--- config.mk ---
export PLATFORM = sky130hd
export DESIGN_NAME = plwp_edge_unit
export DESIGN_NICKNAME = d
export VERILOG_FILES = /design/src/sv/plwp_pkg.sv /design/src/sv/plwp_edge_unit.sv
export SDC_FILE = /design/constraint.sdc
export NUM_CORES = 2
export LEC_CHECK = 0
export BUFFER_PORTS_ARGS = -buffer_cell sky130_fd_sc_hd__buf_4
export CORE_AREA = 2 2 341 343
export CTS_BUF_LIST = sky130_fd_sc_hd__clkbuf_8 sky130_fd_sc_hd__clkbuf_16
export CTS_CLUSTER_SIZE = 28
export DETAILED_ROUTE_END_ITERATION = 16
export DIE_AREA = 0 0 343 345
export PLACE_DENSITY = 0.72
export SETUP_SLACK_MARGIN = 0.1
export SYNTH_ARGS = -nofsm -noshare
export SYNTH_HDL_FRONTEND = slang
export SYNTH_SLANG_ARGS = --single-unit
--- constraint.sdc ---
create_clock -name clk_i -period 10.1 [get_ports clk_i]
set_clock_uncertainty 0.05 [all_clocks]
set_input_delay 1.01 -clock clk_i [delete_from_list [all_inputs] [get_ports clk_i]]
set_output_delay 1.01 -clock clk_i [all_outputs]
set_load 0.005 [all_outputs]
--- src/sv/plwp_pkg.sv ---
// ----------------------------------------------------------------------------
// plwp_pkg
// Shared types and constants for the polyline-within-polygon test core.
// ----------------------------------------------------------------------------
package plwp_pkg;

  localparam int unsigned MAX_VERTICES_DEF = 1024;
  localparam int unsigned COORD_BITS_DEF   = 32;

  localparam int unsigned STEP_W      = 5;
  localparam int unsigned NPAIR       = 7;
  localparam int unsigned PAIR_W      = 3;
  localparam int unsigned STEPS_POINT = 4;   // on-edge and ray pairs
  localparam int unsigned STEPS_ALL   = 14;  // plus segment crossing pairs

  // compare pairs
  localparam int unsigned PR_ONEDGE = 0;
  localparam int unsigned PR_RAY    = 1;
  localparam int unsigned PR_PARAL  = 2;
  localparam int unsigned PR_TS1A   = 3;
  localparam int unsigned PR_TS1B   = 4;
  localparam int unsigned PR_TS2A   = 5;
  localparam int unsigned PR_TS2B   = 6;

  typedef enum logic [1:0] {
    OP_CLEAR  = 2'd0,
    OP_APPEND = 2'd1,
    OP_POINT  = 2'd2,
    OP_NONE   = 2'd3
  } op_e;

  typedef enum logic [2:0] {
    ST_IDLE,
    ST_FETCH,
    ST_LOAD,
    ST_CALC,
    ST_DONE
  } state_e;

  typedef struct packed {
    logic              issue;
    logic [STEP_W-1:0] step;
  } edge_ctrl_t;

  typedef struct packed {
    logic [NPAIR-1:0] gt;
    logic [NPAIR-1:0] eq;
  } edge_flags_t;

endpackage

--- src/sv/plwp_edge_unit.sv ---
// ----------------------------------------------------------------------------
// plwp_edge_unit
// Shared multiply/compare unit: operand select, one signed multiplier,
// and a product compare that records the sign of each product pair.
// ----------------------------------------------------------------------------
module plwp_edge_unit #(
  parameter int unsigned CW = 32
) (
  input  logic                  clk_i,
  input  logic                  rst_ni,
  input  plwp_pkg::edge_ctrl_t  ctrl_i,
  input  logic signed [CW-1:0]  ax_i,
  input  logic signed [CW-1:0]  ay_i,
  input  logic signed [CW-1:0]  bx_i,
  input  logic signed [CW-1:0]  by_i,
  input  logic signed [CW-1:0]  px_i,
  input  logic signed [CW-1:0]  py_i,
  input  logic signed [CW-1:0]  qx_i,
  input  logic signed [CW-1:0]  qy_i,
  output plwp_pkg::edge_flags_t flags_o
);
  import plwp_pkg::*;

  localparam int unsigned DW = CW + 1;
  localparam int unsigned OW = CW + 2;
  localparam int unsigned PW = 2 * OW;

  logic signed [DW-1:0] u0, v0, u1, v1, d0, d1;
  logic signed [OW-1:0] opa_d, opb_d, opa_q, opb_q;
  logic signed [PW-1:0] prod_q, first_q;
  logic                 v1_q, v2_q;
  logic [STEP_W-1:0]    s1_q, s2_q;
  logic                 ray_neg;
  logic signed [DW-1:0] dxr;
  logic [PAIR_W-1:0]    pair;
  edge_flags_t          flags_q;

  assign ray_neg = (bx_i != ax_i) && (py_i != ay_i) && (by_i != ay_i) &&
                   ((bx_i < ax_i) ^ (py_i < ay_i) ^ (by_i < ay_i));
  assign dxr = DW'(px_i) - DW'(ax_i);

  function automatic logic signed [OW-1:0] absx(input logic signed [DW-1:0] v);
    logic signed [OW-1:0] e;
    e = OW'(v);
    return (v < 0) ? -e : e;
  endfunction

  always_comb begin
    u0 = '0; v0 = '0; u1 = '0; v1 = '0;
    case (ctrl_i.step)
      5'd0:  begin u0 = DW'(px_i); v0 = DW'(ax_i); u1 = DW'(py_i); v1 = DW'(by_i); end
      5'd1:  begin u0 = DW'(px_i); v0 = DW'(bx_i); u1 = DW'(py_i); v1 = DW'(ay_i); end
      5'd2:  begin u0 = DW'(bx_i); v0 = DW'(ax_i); u1 = DW'(py_i); v1 = DW'(ay_i); end
      5'd3:  begin u0 = DW'(px_i); v0 = DW'(ax_i); u1 = DW'(by_i); v1 = DW'(ay_i); end
      5'd4:  begin u0 = DW'(bx_i); v0 = DW'(ax_i); u1 = DW'(py_i); v1 = DW'(qy_i); end
      5'd5:  begin u0 = DW'(by_i); v0 = DW'(ay_i); u1 = DW'(px_i); v1 = DW'(qx_i); end
      5'd6:  begin u0 = DW'(qx_i); v0 = DW'(ax_i); u1 = DW'(by_i); v1 = DW'(ay_i); end
      5'd7:  begin u0 = DW'(bx_i); v0 = DW'(ax_i); u1 = DW'(qy_i); v1 = DW'(ay_i); end
      5'd8:  begin u0 = DW'(px_i); v0 = DW'(ax_i); u1 = DW'(by_i); v1 = DW'(ay_i); end
      5'd9:  begin u0 = DW'(bx_i); v0 = DW'(ax_i); u1 = DW'(py_i); v1 = DW'(ay_i); end
      5'd10: begin u0 = DW'(ax_i); v0 = DW'(qx_i); u1 = DW'(py_i); v1 = DW'(qy_i); end
      5'd11: begin u0 = DW'(px_i); v0 = DW'(qx_i); u1 = DW'(ay_i); v1 = DW'(qy_i); end
      5'd12: begin u0 = DW'(bx_i); v0 = DW'(qx_i); u1 = DW'(py_i); v1 = DW'(qy_i); end
      5'd13: begin u0 = DW'(px_i); v0 = DW'(qx_i); u1 = DW'(by_i); v1 = DW'(qy_i); end
      default: begin u0 = '0; v0 = '0; u1 = '0; v1 = '0; end
    endcase
    d0 = u0 - v0;
    d1 = u1 - v1;
    opa_d = OW'(d0);
    opb_d = OW'(d1);
    if (ctrl_i.step == STEP_W'(2)) begin
      opa_d = absx(d0);
      opb_d = absx(d1);
    end else if (ctrl_i.step == STEP_W'(3)) begin
      // T = |dx| on the negative branch, dx + 1 otherwise; D = |den|
      opa_d = ray_neg ? absx(dxr) : (OW'(dxr) + OW'(1));
      opb_d = absx(d1);
    end
  end

  always_ff @(posedge clk_i or negedge rst_ni) begin
    if (!rst_ni) begin
      v1_q <= 1'b0;
      v2_q <= 1'b0;
    end else begin
      v1_q <= ctrl_i.issue;
      v2_q <= v1_q;
    end
  end

  assign pair = s2_q[PAIR_W:1];

  always_ff @(posedge clk_i) begin
    opa_q  <= opa_d;
    opb_q  <= opb_d;
    s1_q   <= ctrl_i.step;
    prod_q <= opa_q * opb_q;
    s2_q   <= s1_q;
    if (v2_q) begin
      if (!s2_q[0]) begin
        first_q <= prod_q;
      end else begin
        flags_q.gt[pair] <= first_q > prod_q;
        flags_q.eq[pair] <= first_q == prod_q;
      end
    end
  end

  assign flags_o = flags_q;

endmodule

==> summary.md <==
| Metric | Value |
|---|---|
| Buffers from clock root to sink, at most | 3 |
| Worst setup path class | flop to flop |
| Worst-path fanout max | 20 |
| Cell mode on critical path | fa_1 |
| Via total after detailed routing | 52122 |
| GRT Residual Overflow | 0 |
| Combinational family with the most area after synthesis | adder cells |
| Cell depth of the worst setup path | 27 |
| Final WL | 212000 um |
| #FFs+latches synth | 228 |
| Path depth of the worst reg2reg path | 27 |
| Number of H-tree levels | 1 |
| Die area | 118000 sq um |
| Top-level port count | 278 |
| Mapped Nets | 9032 |
| Wire length of the first global-routing pass | 328000 um |
| Sequential share of the synthesized area | 8.61% |
| TritonCTS clock tree | built |
| R2R Path Start | opa_q[20] |
| Mapped Avg Cell Area | 8.88 sq um |
| Main flop type after synthesis | dfxtp_1 |
| Kind of end point of the critical path | flop |
| Portion of netlist area occupied by mux cells | 0.194% |
| Layout-stage area growth over the synthesis result | 7.88% |
| Maximum number of pins on one net before global-route repair | 60 |
| Chip height | 345 um |
| Time the worst path needs with I/O delays and setup | 9.55 ns |
| Post-synthesis share of cell area spent on full adders, half adders and majority gates | 49.1% |
| Number of enable-type register cells in the synthesized netlist | 82 |
| Share of the clock period used by the worst path after layout | 94.6% |
| PostCTS Resize Cnt | 0 |
| Yosys warning count | 0 |
| Number of rows in the core area | 125 |
| Tightest Pin Transition | 1.25 ns |
| Cell count after synthesis | 7056 |
| Count of final max-slew check failures | 0 |
| Family of cells with the greatest summed delay on the critical path | adder cells |
| Synthesized area | 62700 sq um |
| Wirelength per Cell | 24.3 um |
| Tightest Hold Check Type | primary input to async pin |
| Compound-cell area share of the yosys netlist | 12.1% |
| Half-perimeter wire length after detailed placement | 176000 um |
| RSZ-0062 raised after global routing | no |
| Maxcap violations | 0 |
| Vias in the first global route | 55220 |
| Number of hold-repair buffers added at the cts stage | 0 |
| Clk pin slew, worst setup/hold paths | 0.06 ns |
| Reg-to-reg endpoint | prod_q[67] |
| Die width | 343 um |
| Element type at the critical path start | flop |
| Setup-violating endpoint count in the final report | 0 |
| Starting Density | 54.4% |
| Capture point of the worst path | prod_q[67] |
| CP Data Required Time | 10.54 ns |
| Accumulated negative setup slack | 0 ns |
| Per-cell via count in the routed design | 5.97 |
| Critical path's largest stage delay | 1.09 ns |
| Reg2reg setup slack | 0.55 ns |
| Number of buffers inserted during clock tree synthesis | 28 |
| Max Freq | 105 MHz |
| Ratio of cells with drive above 1 in the final layout | 7.45% |
| Worst-Skew Late Latency | 0.63 ns |
| Clock sink total | 228 |
| Count of buffers inserted at the top-level ports | 277 |
| Post-DRT Antenna Nets | 0 |
| Core footprint | 115000 sq um |
| Run status | complete, no violations |
| Post-synthesis share of cell area spent on xor and xnor gates | 3.12% |
| Async set-or-reset flop fraction in the synthesized netlist | 0.877% |
| Post-synthesis cell type with the largest combined area | fa_1 |
| Count of nets after finishing | 9150 |
| Dominant cells by area after synthesis | fa_1, ha_1, inv_1 |
| Count of unique library cells instantiated by Yosys | 99 |
| Share of the synthesized area in the top cell type | 39.7% |
| Last weighted congestion value of the routability-driven placer | 1.05 |
| Post-CTS setup-driven buffer insertion count | 0 |
| Clock root cell | clkbuf_16 |
| Gr usage total | 36.4% |
| Cell with the largest stage delay on the worst path | dfxtp_1 |
| DRC errors left | 0 |
| Hold Vio Cnt, Final | 0 |
| Number of antenna violations at the first check in global routing | 9 |
| Data arrival time of the critical path | 9.99 ns |
| Buf+Inv Stages, Crit Path | 6 |
| Start point of the critical path | opa_q[20] |
| Worst slew margin | 16.7% |
| Number of optimization iterations in the first detailed-route pass | 9 |
| Post-synthesis simple-gate area fraction | 16.4% |
| First-iteration detailed-routing DRC count | 5346 |
[logic make-up (layout without fill, tap and decap cells)]
kind of cell    count (synthesis)  after routing
compound gates               1081           1081
xor+xnor                      221            221
fa+ha+maj                    1712           1712
buf+inv                      1756           1895
flops                         228            228
mux                            12             12
other cells                     0              6
simple gates                 2046           2046
[worst register-to-register path: stages, from the launching register on]
cell and delay (ns):
dfxtp_1 1.09, buf_4 0.40, and2_1 0.21, fa_1 0.46
fa_1 0.53, inv_1 0.06, fa_1 0.41, fa_1 0.56
inv_1 0.06, fa_1 0.67, fa_1 0.48, fa_1 0.49
inv_1 0.05, fa_1 0.48, inv_1 0.04, ha_1 0.35
and3_1 0.21, nand2_1 0.12, nor2_1 0.50, nand3_1 0.45
a31oi_1 0.65, o21ai_0 0.27, o21ai_0 0.21, buf_4 0.16
a31oi_1 0.12, a21oi_1 0.16, nor2_1 0.07, xnor2_1 0.12
[worst min path at each step]
| stage | endpoint | start | cells past startpoint |
|---|---|---|---|
| after floorplan | s2_q[0] | s1_q[0] | 0 |
| after global placement | s2_q[1] | s1_q[1] | 0 |
| after detailed placement | s2_q[2] | s1_q[2] | 0 |
| after CTS | v1_q | rst_ni | 1 |
| after global routing | v1_q | rst_ni | 1 |
| final | v2_q | rst_ni | 1 |
[cell usage after synthesis (all sizes together), types with 9 or more instances]
cell,n
inv,1421
fa,1244
nand2,777
and2,608
ha,468
clkbuf,319
a21oi,254
nor2,214
xnor2,152
o21ai,148
dfxtp,144
a21o,122
nand3,107
a22oi,99
edfxtp,82
a221oi,74
nand4,72
xor2,69
nor3,65
a22o,64
nand2b,38
nor2b,38
a211oi,35
a222oi,34
a31oi,31
o21bai,28
o21a,27
and3,25
nor4,24
or3,21
o211ai,20
o22ai,20
o31ai,20
buf,15
o221ai,15
mux2i,11
o31a,10
a41oi,9
or2,9
[layout make-up]
cell class / instances / area (sq um)
fill: 10168 / 47500
sequential: 228 / 5400
inverter: 1422 / 5340
antenna: 6 / 15.0
timing repair buffer: 422 / 3180
tap: 1524 / 1910
multi-input combinational: 5072 / 50700
clock buffer: 32 / 756
clock inverter: 19 / 265
[state kept, by name (all words and copies together), names as in the netlist]
signal / cells
s2_q: 4
opa_q: 34
opb_q: 34
prod_q: 68
first_q: 68
v2_q: 1
v1_q: 1
flags_o: 14
s1_q: 4
[cells in the final DEF, fill, tap and decap left out, drive strengths merged, types with 82 or more instances in the layout]
master / instances
a21o: 122
ha: 468
buf: 422
and2: 608
a22oi: 99
nand2: 777
nor2: 214
dfxtp: 144
a21oi: 254
o21ai: 148
inv: 1427
fa: 1244
nand3: 107
edfxtp: 82
xnor2: 152
[metal layers]
metal  vias up  part of all wire [%]  track usage [%]
met4         4                   7.0             20.5
met1     25771                    38             47.0
met5         -                 0.013                0
met2      3090                    45             56.7
met3       640                    10             7.73
li1      22617                     -                -
[metrics by stage]
| step | utilization [%] | hold slack, ns | instances | worst slack (ns) | cell area [sq um] |
|---|---|---|---|---|---|
| 2_1_floorplan | - | 0.260 | 7056 | 1.84 | 62700 |
| 3_3_place_gp | 57.8 | 0.261 | 8668 | 0.700 | 66600 |
| 3_5_place_dp | 57.8 | 0.265 | 8668 | 0.680 | 66600 |
| 4_1_cts | 58.7 | 0.0826 | 8719 | 0.636 | 67600 |
| 5_1_grt | 58.7 | 0.0945 | 8724 | 0.188 | 67600 |
| 6_report | 58.7 | 0.104 | 8725 | 0.549 | 67600 |
Power is left out: the tool's default activity adds up to more than one toggle a clock period on the data nets, which glitch-free logic cannot reach.
